<file path="config.mk">
export PLATFORM = sky130hd
export DESIGN_NAME = pes_header_field_parser_core_flat
export DESIGN_NICKNAME = d
export VERILOG_FILES = /design/src/hw/rtl/pesp_pkg.sv /design/src/hw/rtl/pesp_if.sv /design/src/hw/rtl/pesp_parse.sv /design/src/hw/rtl/pesp_outq.sv /design/src/hw/rtl/pes_header_field_parser_core.sv /design/src/flat_wrapper.sv
export VERILOG_INCLUDE_DIRS = /design/src /design/src/hw/rtl
export SDC_FILE = /design/constraint.sdc
export NUM_CORES = 1
export LEC_CHECK = 0
export BUFFER_PORTS_ARGS = -buffer_cell sky130_fd_sc_hd__buf_4
export CAP_MARGIN = 20
export CORE_UTILIZATION = 64
export CTS_CLUSTER_SIZE = 14
export DETAILED_ROUTE_END_ITERATION = 12
export PLACE_DENSITY = 0.86
export RECOVER_POWER = 25
export SYNTH_ARGS = -nofsm -noshare
export SYNTH_HDL_FRONTEND = slang
export SYNTH_HIERARCHICAL = 1
export SYNTH_SLANG_ARGS = --single-unit
export TNS_END_PERCENT = 10
</file>
<file path="constraint.sdc">
create_clock -name clk -period 6 [get_ports clk]
set_input_delay 0 -clock clk [delete_from_list [all_inputs] [get_ports clk]]
set_output_delay 0 -clock clk [all_outputs]
set_load 0.01 [all_outputs]
</file>
<file path="src/hw/rtl/pes_header_field_parser_core_assert.svh">
// ----------------------------------------------------------------------------
// PES header parser assertion macros
// Concurrent check wrappers, compiled out for synthesis.
// ----------------------------------------------------------------------------
`ifndef PES_HEADER_FIELD_PARSER_CORE_ASSERT_SVH
`define PES_HEADER_FIELD_PARSER_CORE_ASSERT_SVH
`ifndef SYNTHESIS
`define PESP_ASSERT_NOW(lbl, ante, cons) \
	lbl: assert property (@(posedge clk) disable iff (!arst_n) (ante) |-> (cons)) \
		else $error("pesp check failed");
`define PESP_ASSERT_NEXT(lbl, ante, cons) \
	lbl: assert property (@(posedge clk) disable iff (!arst_n) (ante) |=> (cons)) \
		else $error("pesp check failed");
`else
`define PESP_ASSERT_NOW(lbl, ante, cons)
`define PESP_ASSERT_NEXT(lbl, ante, cons)
`endif
`endif

</file>
<file path="src/hw/rtl/pesp_pkg.sv">
// ----------------------------------------------------------------------------
// PES header parser package
// Phase codes, field codes, result types and phase sequencing helpers.
// ----------------------------------------------------------------------------
package pesp_pkg;

	typedef enum logic [4:0] {
		PH_IDLE, PH_FLAGS2, PH_HDRLEN, PH_PTS, PH_DTS, PH_ESCR, PH_ESRATE,
		PH_TRICK, PH_COPY, PH_CRC, PH_EXTFLAGS, PH_PRIV, PH_PACKLEN, PH_PACK,
		PH_SEQ, PH_PSTD, PH_EXT2LEN, PH_EXT2DATA, PH_STUFF, PH_PAYLOAD
	} phase_t;

	typedef enum logic [4:0] {
		FC_FLAGS1, FC_FLAGS2, FC_HDRLEN, FC_PTS, FC_DTS, FC_ESCR_BASE,
		FC_ESCR_EXT, FC_ES_RATE, FC_TRICK_CTRL, FC_TRICK_DETAIL, FC_COPY_INFO,
		FC_PREV_CRC, FC_EXT_FLAGS, FC_PRIV_DATA, FC_PACK_LEN, FC_PACK_BYTE,
		FC_SEQ_CNT, FC_MPEG_ID, FC_STUFF_LEN, FC_PSTD_SCALE, FC_PSTD_SIZE,
		FC_EXT2_LEN, FC_EXT2_SID, FC_EXT2_RSVD, FC_STUFFING, FC_PRIV1_PAYLOAD,
		FC_PAYLOAD
	} fcode_t;

	localparam logic [7:0] STUFF_BYTE   = 8'hFF;
	localparam logic [7:0] SID_PRIV1    = 8'hBD;
	localparam logic [3:0] PTS_ONLY_PFX = 4'h2;
	localparam logic [3:0] PTS_DTS_PFX  = 4'h3;
	localparam logic [3:0] DTS_PFX      = 4'h1;
	localparam logic [7:0] PRIV_LEN     = 8'd16;
	localparam int         NSLOT        = 3;

	typedef struct packed {
		logic [4:0]  code;
		logic [32:0] value;
		logic        merr;
		logic        lerr;
	} res_t;

	typedef struct packed {
		res_t [NSLOT-1:0] slot;
		logic [1:0]       n;
	} bundle_t;

	function automatic phase_t next_phase(input phase_t from, input logic [7:0] f2,
			input logic [7:0] e);
		logic [19:0] en;
		phase_t      res;
		en              = '0;
		en[PH_PTS]      = f2[7];
		en[PH_DTS]      = f2[7] & f2[6];
		en[PH_ESCR]     = f2[5];
		en[PH_ESRATE]   = f2[4];
		en[PH_TRICK]    = f2[3];
		en[PH_COPY]     = f2[2];
		en[PH_CRC]      = f2[1];
		en[PH_EXTFLAGS] = f2[0];
		en[PH_PRIV]     = e[7];
		en[PH_PACKLEN]  = e[6];
		en[PH_SEQ]      = e[5];
		en[PH_PSTD]     = e[4];
		en[PH_EXT2LEN]  = e[0];
		res = PH_STUFF;
		for (int i = PH_EXT2LEN; i >= PH_PTS; i--) begin
			if (en[i] && (5'(i) > from)) begin
				res = phase_t'(5'(i));
			end
		end
		return res;
	endfunction

	function automatic logic [4:0] trunc_code(input phase_t ph);
		logic [4:0] c;
		case (ph)
			PH_FLAGS2:   c = FC_FLAGS2;
			PH_HDRLEN:   c = FC_HDRLEN;
			PH_PTS:      c = FC_PTS;
			PH_DTS:      c = FC_DTS;
			PH_ESCR:     c = FC_ESCR_BASE;
			PH_ESRATE:   c = FC_ES_RATE;
			PH_TRICK:    c = FC_TRICK_CTRL;
			PH_COPY:     c = FC_COPY_INFO;
			PH_CRC:      c = FC_PREV_CRC;
			PH_EXTFLAGS: c = FC_EXT_FLAGS;
			PH_PRIV:     c = FC_PRIV_DATA;
			PH_PACKLEN:  c = FC_PACK_LEN;
			PH_PACK:     c = FC_PACK_BYTE;
			PH_SEQ:      c = FC_MPEG_ID;
			PH_PSTD:     c = FC_PSTD_SCALE;
			PH_EXT2LEN:  c = FC_EXT2_LEN;
			PH_EXT2DATA: c = FC_EXT2_RSVD;
			PH_STUFF:    c = FC_STUFFING;
			PH_PAYLOAD:  c = FC_PAYLOAD;
			default:     c = FC_FLAGS1;
		endcase
		return c;
	endfunction

endpackage

</file>
<file path="src/hw/rtl/pesp_if.sv">
// ----------------------------------------------------------------------------
// PES header parser channels
// Valid/ready channels for packet bytes in and field items out.
// ----------------------------------------------------------------------------
interface pesp_in_if;
	logic       valid;
	logic       ready;
	logic [7:0] data_byte;
	logic       first_byte;
	logic       last_byte;
	logic [7:0] stream_id;
	modport source (output valid, data_byte, first_byte, last_byte, stream_id,
		input ready);
	modport sink (input valid, data_byte, first_byte, last_byte, stream_id,
		output ready);
endinterface

interface pesp_out_if;
	logic        valid;
	logic        ready;
	logic [4:0]  field_code;
	logic [32:0] field_value;
	logic        marker_error;
	logic        length_error;
	logic        last_in_run;
	modport source (output valid, field_code, field_value, marker_error,
		length_error, last_in_run, input ready);
	modport sink (input valid, field_code, field_value, marker_error,
		length_error, last_in_run, output ready);
endinterface

</file>
<file path="src/hw/rtl/pesp_parse.sv">
// ----------------------------------------------------------------------------
// PES header parser step
// Parse state registers and the per-byte decode into a result bundle.
// ----------------------------------------------------------------------------
module pesp_parse
	import pesp_pkg::*;
(
	input  logic       clk,
	input  logic       arst_n,
	input  logic       adv,
	input  logic [7:0] b,
	input  logic       first,
	input  logic       last,
	input  logic [7:0] sid,
	output bundle_t    bundle
);

	phase_t      ph_q, ph_n, go_from;
	logic [3:0]  bif_q, bif_n;
	logic [15:0] hf_q, hf_n;
	logic [7:0]  ef_q, ef_n;
	logic [7:0]  hl_q, hl_n;
	logic [7:0]  sub_q, sub_n;
	logic [47:0] acc_q, acc_n;
	logic [7:0]  sid_q, sid_n;
	logic        do_go;
	logic [3:0]  want;
	res_t [NSLOT-1:0] r;
	logic [1:0]  n;

	always_ff @(posedge clk or negedge arst_n) begin
		if (!arst_n) begin
			ph_q  <= PH_IDLE;
			bif_q <= '0;
			hf_q  <= '0;
			ef_q  <= '0;
			hl_q  <= '0;
			sub_q <= '0;
			acc_q <= '0;
			sid_q <= '0;
		end else if (adv) begin
			ph_q  <= ph_n;
			bif_q <= bif_n;
			hf_q  <= hf_n;
			ef_q  <= ef_n;
			hl_q  <= hl_n;
			sub_q <= sub_n;
			acc_q <= acc_n;
			sid_q <= sid_n;
		end
	end

	always_comb begin
		ph_n = ph_q; bif_n = bif_q; hf_n = hf_q; ef_n = ef_q;
		hl_n = hl_q; sub_n = sub_q; acc_n = acc_q; sid_n = sid_q;
		do_go = 1'b0; go_from = ph_q; want = '0;
		r = '0; n = 2'd0;
		if (first) begin
			bif_n = '0; ef_n = '0; hl_n = '0; sub_n = '0; acc_n = '0;
			sid_n = sid;
			hf_n = {b, 8'h00};
			r[0] = '{FC_FLAGS1, {25'd0, b}, b[7:6] != 2'b10, 1'b0};
			n = 2'd1;
			ph_n = PH_FLAGS2;
		end else if (ph_q == PH_IDLE) begin
			n = 2'd0;
		end else if (ph_q == PH_FLAGS2) begin
			hf_n[7:0] = b;
			r[0] = '{FC_FLAGS2, {25'd0, b}, 1'b0, 1'b0};
			n = 2'd1;
			ph_n = PH_HDRLEN;
		end else if (ph_q == PH_HDRLEN) begin
			r[0] = '{FC_HDRLEN, {25'd0, b}, 1'b0, 1'b0};
			n = 2'd1;
			hl_n = b;
			do_go = 1'b1;
		end else if (ph_q >= PH_PAYLOAD) begin
			r[0] = '{(sid_q == SID_PRIV1) ? FC_PRIV1_PAYLOAD : FC_PAYLOAD,
				{25'd0, b}, 1'b0, 1'b0};
			n = 2'd1;
		end else begin
			if (hl_q != 8'd0) hl_n = hl_q - 8'd1;
			acc_n = {acc_q[39:0], b};
			bif_n = bif_q + 4'd1;
			case (ph_q)
				PH_PTS, PH_DTS: begin
					want = (ph_q == PH_DTS) ? DTS_PFX :
						((hf_q[7:6] == 2'b11) ? PTS_DTS_PFX : PTS_ONLY_PFX);
					if (bif_n >= 4'd5) begin
						r[0] = '{(ph_q == PH_DTS) ? FC_DTS : FC_PTS,
							{acc_n[35:33], acc_n[31:17], acc_n[15:1]},
							(acc_n[39:36] != want) | ~acc_n[32] | ~acc_n[16] | ~acc_n[0],
							1'b0};
						n = 2'd1;
						do_go = 1'b1;
					end
				end
				PH_ESCR: begin
					if (bif_n >= 4'd6) begin
						r[0] = '{FC_ESCR_BASE, {acc_n[45:43], acc_n[41:27], acc_n[25:11]},
							~acc_n[42] | ~acc_n[26] | ~acc_n[10], 1'b0};
						r[1] = '{FC_ESCR_EXT, {24'd0, acc_n[9:1]}, ~acc_n[0], 1'b0};
						n = 2'd2;
						do_go = 1'b1;
					end
				end
				PH_ESRATE: begin
					if (bif_n >= 4'd3) begin
						r[0] = '{FC_ES_RATE, {11'd0, acc_n[22:1]}, ~acc_n[23] | ~acc_n[0],
							1'b0};
						n = 2'd1;
						do_go = 1'b1;
					end
				end
				PH_TRICK: begin
					r[0] = '{FC_TRICK_CTRL, {30'd0, b[7:5]}, 1'b0, 1'b0};
					r[1] = '{FC_TRICK_DETAIL, {28'd0, b[4:0]}, 1'b0, 1'b0};
					n = 2'd2;
					do_go = 1'b1;
				end
				PH_COPY: begin
					r[0] = '{FC_COPY_INFO, {26'd0, b[6:0]}, ~b[7], 1'b0};
					n = 2'd1;
					do_go = 1'b1;
				end
				PH_CRC: begin
					if (bif_n >= 4'd2) begin
						r[0] = '{FC_PREV_CRC, {17'd0, acc_n[15:0]}, 1'b0, 1'b0};
						n = 2'd1;
						do_go = 1'b1;
					end
				end
				PH_EXTFLAGS: begin
					ef_n = b;
					r[0] = '{FC_EXT_FLAGS, {25'd0, b}, 1'b0, 1'b0};
					n = 2'd1;
					do_go = 1'b1;
				end
				PH_PRIV, PH_PACK: begin
					r[0] = '{(ph_q == PH_PRIV) ? FC_PRIV_DATA : FC_PACK_BYTE,
						{25'd0, b}, 1'b0, 1'b0};
					n = 2'd1;
					bif_n = bif_q; acc_n = acc_q;
					if (sub_q != 8'd0) sub_n = sub_q - 8'd1;
					if (sub_n == 8'd0) do_go = 1'b1;
				end
				PH_PACKLEN: begin
					r[0] = '{FC_PACK_LEN, {25'd0, b}, 1'b0, 1'b0};
					n = 2'd1;
					bif_n = bif_q; acc_n = acc_q;
					if (b != 8'd0) begin
						ph_n = PH_PACK;
						sub_n = b;
					end else begin
						do_go = 1'b1;
						go_from = PH_PACK;
					end
				end
				PH_SEQ: begin
					acc_n = acc_q;
					if (bif_q == 4'd0) begin
						r[0] = '{FC_SEQ_CNT, {26'd0, b[6:0]}, ~b[7], 1'b0};
						n = 2'd1;
						bif_n = 4'd1;
					end else begin
						r[0] = '{FC_MPEG_ID, {32'd0, b[6]}, ~b[7], 1'b0};
						r[1] = '{FC_STUFF_LEN, {27'd0, b[5:0]}, 1'b0, 1'b0};
						n = 2'd2;
						do_go = 1'b1;
					end
				end
				PH_PSTD: begin
					if (bif_n >= 4'd2) begin
						r[0] = '{FC_PSTD_SCALE, {32'd0, acc_n[13]}, acc_n[15:14] != 2'b01,
							1'b0};
						r[1] = '{FC_PSTD_SIZE, {20'd0, acc_n[12:0]}, 1'b0, 1'b0};
						n = 2'd2;
						do_go = 1'b1;
					end
				end
				PH_EXT2LEN: begin
					r[0] = '{FC_EXT2_LEN, {26'd0, b[6:0]}, ~b[7], 1'b0};
					n = 2'd1;
					acc_n = acc_q;
					if (b[6:0] != 7'd0) begin
						ph_n = PH_EXT2DATA;
						sub_n = {1'b0, b[6:0]};
						bif_n = 4'd0;
					end else begin
						bif_n = bif_q;
						do_go = 1'b1;
						go_from = PH_EXT2DATA;
					end
				end
				PH_EXT2DATA: begin
					r[0] = '{(bif_q == 4'd0) ? FC_EXT2_SID : FC_EXT2_RSVD,
						{25'd0, b}, 1'b0, 1'b0};
					n = 2'd1;
					acc_n = acc_q;
					bif_n = 4'd1;
					if (sub_q != 8'd0) sub_n = sub_q - 8'd1;
					if (sub_n == 8'd0) do_go = 1'b1;
				end
				default: begin
					r[0] = '{FC_STUFFING, {25'd0, b}, b != STUFF_BYTE, 1'b0};
					n = 2'd1;
					bif_n = bif_q; acc_n = acc_q;
				end
			endcase
		end
		if (do_go) begin
			ph_n  = next_phase(go_from, hf_n[7:0], ef_n);
			bif_n = '0;
			acc_n = '0;
			sub_n = (ph_n == PH_PRIV) ? PRIV_LEN : 8'd0;
		end
		if (!first && ph_q >= PH_HDRLEN && ph_q < PH_PAYLOAD && hl_n == 8'd0) begin
			if (ph_n >= PH_PTS && ph_n <= PH_EXT2DATA) begin
				if (n != 2'd0) begin
					r[n - 2'd1].lerr = 1'b1;
				end else begin
					r[0] = '{trunc_code(ph_n), 33'd0, 1'b0, 1'b1};
					n = 2'd1;
				end
			end
			ph_n = PH_PAYLOAD;
		end
		if (last && ph_q != PH_IDLE || last && first) begin
			if (ph_n >= PH_FLAGS2 && ph_n <= PH_STUFF) begin
				if (n != 2'd0) begin
					r[n - 2'd1].lerr = 1'b1;
				end else begin
					r[0] = '{trunc_code(ph_n), 33'd0, 1'b0, 1'b1};
					n = 2'd1;
				end
			end
			ph_n = PH_IDLE;
		end
		bundle.slot = r;
		bundle.n    = n;
	end

endmodule

</file>
<file path="src/hw/rtl/pesp_outq.sv">
// ----------------------------------------------------------------------------
// PES header parser result queue
// Holds one byte's result bundle and hands it out one item at a time.
// ----------------------------------------------------------------------------
module pesp_outq
	import pesp_pkg::*;
(
	input  logic       clk,
	input  logic       arst_n,
	input  logic       load,
	input  bundle_t    bundle,
	output logic       free,
	pesp_out_if.source out_ch
);

	res_t [NSLOT-1:0] slot_q;
	logic [1:0]       cnt_q;
	logic             take;

	assign take = out_ch.valid & out_ch.ready;
	assign free = (cnt_q == 2'd0) || (cnt_q == 2'd1 && out_ch.ready);

	always_ff @(posedge clk or negedge arst_n) begin
		if (!arst_n) begin
			cnt_q <= '0;
		end else if (load) begin
			cnt_q <= bundle.n;
		end else if (take) begin
			cnt_q <= cnt_q - 2'd1;
		end
	end

	always_ff @(posedge clk) begin
		if (load) begin
			slot_q <= bundle.slot;
		end else if (take) begin
			slot_q <= {slot_q[NSLOT-1], slot_q[NSLOT-1:1]};
		end
	end

	assign out_ch.valid        = cnt_q != 2'd0;
	assign out_ch.field_code   = slot_q[0].code;
	assign out_ch.field_value  = slot_q[0].value;
	assign out_ch.marker_error = slot_q[0].merr;
	assign out_ch.length_error = slot_q[0].lerr;
	assign out_ch.last_in_run  = cnt_q == 2'd1;

endmodule

</file>
<file path="src/hw/rtl/pes_header_field_parser_core.sv">
// ----------------------------------------------------------------------------
// PES header field parser
// Decodes PES optional header fields into coded field items.
// ----------------------------------------------------------------------------
// One packet byte is taken per cycle when it yields at most one field item
// and the receiver is ready for each item; a byte that completes two items
// (ESCR, trick mode, sequence counter, P-STD) holds the input while the result
// queue drains. A byte passes through the input register, then is decoded
// into the result queue.
`include "pes_header_field_parser_core_assert.svh"

module pes_header_field_parser_core
	import pesp_pkg::*;
(
	input  logic       clk,
	input  logic       arst_n,
	pesp_in_if.sink    in_ch,
	pesp_out_if.source out_ch
);

	logic       vld_s1;
	logic [7:0] byte_s1;
	logic       first_s1;
	logic       last_s1;
	logic [7:0] sid_s1;
	logic       adv;
	logic       free;
	bundle_t    bundle;

	assign adv         = vld_s1 & free;
	assign in_ch.ready = ~vld_s1 | free;

	always_ff @(posedge clk or negedge arst_n) begin
		if (!arst_n) begin
			vld_s1 <= 1'b0;
		end else if (in_ch.ready) begin
			vld_s1 <= in_ch.valid;
		end
	end

	always_ff @(posedge clk) begin
		if (in_ch.valid && in_ch.ready) begin
			byte_s1  <= in_ch.data_byte;
			first_s1 <= in_ch.first_byte;
			last_s1  <= in_ch.last_byte;
			sid_s1   <= in_ch.stream_id;
		end
	end

	pesp_parse u_parse (
		.clk    (clk),
		.arst_n (arst_n),
		.adv    (adv),
		.b      (byte_s1),
		.first  (first_s1),
		.last   (last_s1),
		.sid    (sid_s1),
		.bundle (bundle)
	);

	pesp_outq u_outq (
		.clk    (clk),
		.arst_n (arst_n),
		.load   (adv),
		.bundle (bundle),
		.free   (free),
		.out_ch (out_ch)
	);

	`PESP_ASSERT_NEXT(a_hold_s1, vld_s1 && !free, vld_s1)
	`PESP_ASSERT_NEXT(a_result_shown, adv && bundle.n != 2'd0, out_ch.valid)
	`PESP_ASSERT_NOW(a_code_range, out_ch.valid, out_ch.field_code <= FC_PAYLOAD)

endmodule

</file>
<file path="src/flat_wrapper.sv">
// flat-port wrapper written by rule: the top's interface ports become plain ports
module pes_header_field_parser_core_flat import pesp_pkg::*;
  (clk, arst_n, in_ch_valid, in_ch_data_byte, in_ch_first_byte, in_ch_last_byte, in_ch_stream_id, in_ch_ready, out_ch_valid, out_ch_field_code, out_ch_field_value, out_ch_marker_error, out_ch_length_error, out_ch_last_in_run, out_ch_ready);
  pesp_in_if in_ch_i ();
  pesp_out_if out_ch_i ();
  input  logic clk;
  input  logic arst_n;
  input wire logic [$bits(in_ch_i.valid)-1:0] in_ch_valid;
  input wire logic [$bits(in_ch_i.data_byte)-1:0] in_ch_data_byte;
  input wire logic [$bits(in_ch_i.first_byte)-1:0] in_ch_first_byte;
  input wire logic [$bits(in_ch_i.last_byte)-1:0] in_ch_last_byte;
  input wire logic [$bits(in_ch_i.stream_id)-1:0] in_ch_stream_id;
  output wire logic [$bits(in_ch_i.ready)-1:0] in_ch_ready;
  output wire logic [$bits(out_ch_i.valid)-1:0] out_ch_valid;
  output wire logic [$bits(out_ch_i.field_code)-1:0] out_ch_field_code;
  output wire logic [$bits(out_ch_i.field_value)-1:0] out_ch_field_value;
  output wire logic [$bits(out_ch_i.marker_error)-1:0] out_ch_marker_error;
  output wire logic [$bits(out_ch_i.length_error)-1:0] out_ch_length_error;
  output wire logic [$bits(out_ch_i.last_in_run)-1:0] out_ch_last_in_run;
  input wire logic [$bits(out_ch_i.ready)-1:0] out_ch_ready;
  assign in_ch_i.valid = in_ch_valid;
  assign in_ch_i.data_byte = in_ch_data_byte;
  assign in_ch_i.first_byte = in_ch_first_byte;
  assign in_ch_i.last_byte = in_ch_last_byte;
  assign in_ch_i.stream_id = in_ch_stream_id;
  assign in_ch_ready = in_ch_i.ready;
  assign out_ch_valid = out_ch_i.valid;
  assign out_ch_field_code = out_ch_i.field_code;
  assign out_ch_field_value = out_ch_i.field_value;
  assign out_ch_marker_error = out_ch_i.marker_error;
  assign out_ch_length_error = out_ch_i.length_error;
  assign out_ch_last_in_run = out_ch_i.last_in_run;
  assign out_ch_i.ready = out_ch_ready;
  pes_header_field_parser_core u_core (.clk(clk), .arst_n(arst_n), .in_ch(in_ch_i), .out_ch(out_ch_i));
endmodule
</file>
==> results.txt <==
----------------------------------------------------
[Floorplanning]
  Die height ... 150.1 um
  Horizontal extent of the die ... 150.1 um
  Std cell rows ... 53
  Core footprint ... 21290 um^2
  Area of the die ... 22540 um^2
  IO Pins ... 65
  Initial core utilization ... 65.97%

[Critical path]
  Stages on the worst setup path ... 15
  Sum of buffers and inverters on the critical path ... 2
  End of the critical path ... u_core/u_outq/out_ch.field_code[3]
  Register-to-Register Setup Slack ... 630 ps
  Type of origin of the critical path ... flip-flop
  Critical-path maximum fanout ... 23
  Sort of element at the end of the critical path ... flip-flop
  Largest stage delay on the critical path ... 850 ps
  R2r endpoint ... u_core/u_outq/out_ch.field_code[3]
  Cell Chain, Critical Path ... nor2b_1, o2111a_1, a21oi_1, o21a_4, nand3_4, a2bb2oi_1, inv_1, nor2_1, inv_1, ha_1, a211oi_1, a41o_1, nor3_4, mux2_4, mux2_2
  Reg-to-reg critical path startpoint ... u_core/u_parse/ph_q[0]
  Crit path max-delay family ... compound AO/OA/AOI/OAI gates
  Cell type with the highest occurrence count on the critical path ... sky130_fd_sc_hd__inv_1
  Number of cells on the worst reg-to-reg path ... 15
  Setup crit start ... u_core/u_parse/ph_q[0]
  Worst EP arrival ... 5660 ps
  Worst Path Class, Setup ... reg -> reg
  Required time at the endpoint of the critical path ... 6280 ps
  Master of the slowest instance on the critical path ... sky130_fd_sc_hd__dfrtp_1

[Logic synthesis]
  Area share of the largest cell type after synthesis ... 29.51%
  Most frequently used cell type in the post-synthesis netlist ... sky130_fd_sc_hd__nand2_1
  Synthesized area ... 14040 um^2
  Synth top area cells ... sky130_fd_sc_hd__edfxtp_1, sky130_fd_sc_hd__dfrtp_1, sky130_fd_sc_hd__mux2_2
  Flop and latch count out of synthesis ... 225
  Top cells by count, synth ... sky130_fd_sc_hd__nand2_1, sky130_fd_sc_hd__edfxtp_1, sky130_fd_sc_hd__buf_4, sky130_fd_sc_hd__nor2_1, sky130_fd_sc_hd__dfrtp_1
  Cell taking the most area after synthesis ... sky130_fd_sc_hd__edfxtp_1
  Unique masters post-synth ... 106
  Post-synth EDFFs ... 138
  FFs w/ async S/R, synth ... 38.67%
  Synthesized area per cell ... 10.18 um^2
  Primary flip-flop cell chosen by synthesis mapping ... sky130_fd_sc_hd__edfxtp_1
  Sequential fraction of the synthesis area ... 45.01%
  Total of warnings raised by yosys ... 6
  Gate Count Post-Synth ... 1380

[Clock network]
  Number of setup buffers added after CTS ... 0
  Post-cts resize count ... 0
  H-tree Lvls ... 1
  Root buffer selected by CTS ... sky130_fd_sc_hd__clkbuf_16
  Clock sink count ... 225
  Clock transition time at the flip-flop clock pins of the worst setup and hold paths ... 70 ps
  Clk Latency, worst-skew pair ... 530 ps
  TritonCTS clock tree ... built
  Clock buffer depth ... 3
  Inserted Clock Buffers ... 23
  Number of hold-repair buffers added at the cts stage ... 24

[Route]
  Final antenna-violating net count ... 0
  Avg WL per Cell ... 21.29 um
  Detailed-router iteration count before antenna repair ... 6
  Vias post-DR ... 10956
  Remaining routing DRC violations ... 0
  Per-cell via count in the routed design ... 6.483
  Detailed router's first-iteration violation count ... 1387
  Final Routed Wirelength ... 35.98 mm

[Placement]
  Count of buffers inserted at the top-level ports ... 64
  HPWL after DPL ... 24.22 mm
  Weighted congestion at the end of routability-driven global placement ... 1.009
  Placed cells ... 1622

[Global route]
  Via count of the first global-routing pass ... 10258
  Total gr overflow ... 0
  Tot GR Track Use ... 32.33%
  Global-route wire length before repair ... 56.21 mm
  Initial antenna violation count ... 0
  Largest net degree at the start of global routing ... 81

[Hold path]
  Worst min path class ... in -> reg

[Finish]
  Final non-filler cell total ... 1690
  Post-layout nets ... 1447
  Synthesis-to-finish area growth ... 6.923%
  Ant. Diodes ... 0
  Fraction of layout instances using a drive strength above 1 ... 16.68%

[Pwr]
  Switching portion of total power ... 40.55%
  PwrDens ... 523.2 nW/um^2
  Relative contribution of the clock network to total power ... 17.9%
  Sw power ... 3.186 mW
  Internal cell power ... 4.670 mW
  Overall Power ... 7.856 mW
  Total leakage power ... 5.796 nW
  Worst vdd rail ir drop ... 0.7191 mV
  Power share of the sequential group ... 38.3%
  Relative contribution of combinational cells to total power ... 43.9%

[Outcome]
  Result of the run ... finished, violations left
  Violations in the final reports ... capacitance limit, slew limit

[STA]
  Unrepaired setup endpoints after global routing ... false
  Setup clock skew after layout ... 11.90 ps
  Final clock period utilization by the worst path ... 89.58%
  Clock period minus worst slack ... 5375 ps
  Transition time of the tightest slew-check pin ... 2941 ps
  Final max-slew violation count ... 55
  Max transition margin ... -96.06%
  Hold Slack ... 217.1 ps
  Final number of hold-violating endpoints ... 0
  Fmax ... 0.1860 GHz
  Total negative setup slack ... 0 ps
  Total setup violations reported at the end of the flow ... 0

[Run]
  Maximum capacitance violations ... 1

----------------------------------------------------
## stage by stage
| step | utilization (%) | setup WS [ps] | instance area, um^2 |
|---|---|---|---|
| floorplan | - | 1264 | 14260 |
| CTS | 71.17 | 770.0 | 15150 |
| finish | 70.53 | 625.1 | 15010 |
| global route | 70.53 | 305.5 | 15010 |
| detailed placement | 66.62 | 778.0 | 14180 |
| global placement | 66.62 | 1019 | 14180 |
## cells by family after synthesis
logic type	synth area share [%]
DFF	45.01
and+or+nand+nor	16.66
muxes	8.233
other	0.02671
xor gates and xnor gates	0.5614
buffers and inverters	9.133
adders and majority gates	2.406
AOI/OAI and AO/OA	17.96
## power by group through the flow
stage                     Clock [mW]  Combinational, mW  Sequential [mW]
final                           1.41               3.45             3.01
after global routing            1.48               3.72             3.07
after CTS                       1.42               3.48             2.99
after detailed placement           0               3.44             3.01
after global placement             0               3.36             2.97
after floorplan                    0               2.77             2.84
## how the worst min path moves through the flow
stage / startpoint / endpoint / slack [ps] / depth (start not counted)
floorplan: arst_n / u_core/u_outq/cnt_q[0] / -300 / 0
global placement: arst_n / u_core/u_parse/sid_q[5] / -8 / 1
detailed placement: arst_n / u_core/u_parse/sid_q[2] / -8 / 1
CTS: in_ch_stream_id[1] / u_core/sid_s1[1] / 190 / 2
global route: in_ch_stream_id[0] / u_core/sid_s1[0] / 210 / 2
finish: in_ch_stream_id[0] / u_core/sid_s1[0] / 220 / 2
## flip-flops by register name (all words and copies together), names as in the netlist
register,flops
u_core/byte_s1,8
u_core/first_s1,1
u_core/last_s1,1
u_core/sid_s1,8
u_core/u_outq/cnt_q,2
u_core/u_outq/out_ch.field_code,5
u_core/u_outq/out_ch.field_value,33
u_core/u_outq/out_ch.length_error,1
u_core/u_outq/out_ch.marker_error,1
u_core/u_outq/slot_q,80
u_core/u_parse/acc_q,38
u_core/u_parse/bif_q,4
u_core/u_parse/ef_q,5
u_core/u_parse/hf_q,8
u_core/u_parse/hl_q,8
u_core/u_parse/ph_q,5
u_core/u_parse/sid_q,8
u_core/u_parse/sub_q,8
u_core/vld_s1,1
## area by class of cell
cell class                 instances  area (um^2)
multi-input combinational        994         6675
inverter                          32        120.1
tap                              275        344.1
clock inverter                    14        133.9
clock buffer                      28        594.3
timing repair buffer             122        825.8
sequential                       225         6321
fill                            1521         6272
## metal layers
| metal | track usage [%] | share of wire, % |
|---|---|---|
| met5 | 0 | 0 |
| met4 | 10.00 | 2.8 |
| met3 | 5.545 | 9.9 |
| met2 | 49.95 | 45 |
| met1 | 46.61 | 42 |
## cell usage in the layout (no fill, tap or decap), drive strengths merged, types with 13 or more instances in the layout
cell         instances
edfxtp             138
o31ai               16
a22oi               38
conb                60
o22ai               13
o2bb2ai             14
and2                50
ha                  27
o21ai               88
buf                 36
dlygate4sd3         24
nor3                34
clkbuf              90
a21oi               46
a32oi               13
nor2               101
a31oi               13
a222oi              14
nand2              157
mux2                92
nand3               25
inv                 32
dfrtp               87
Power figures use the tool's default switching activity.
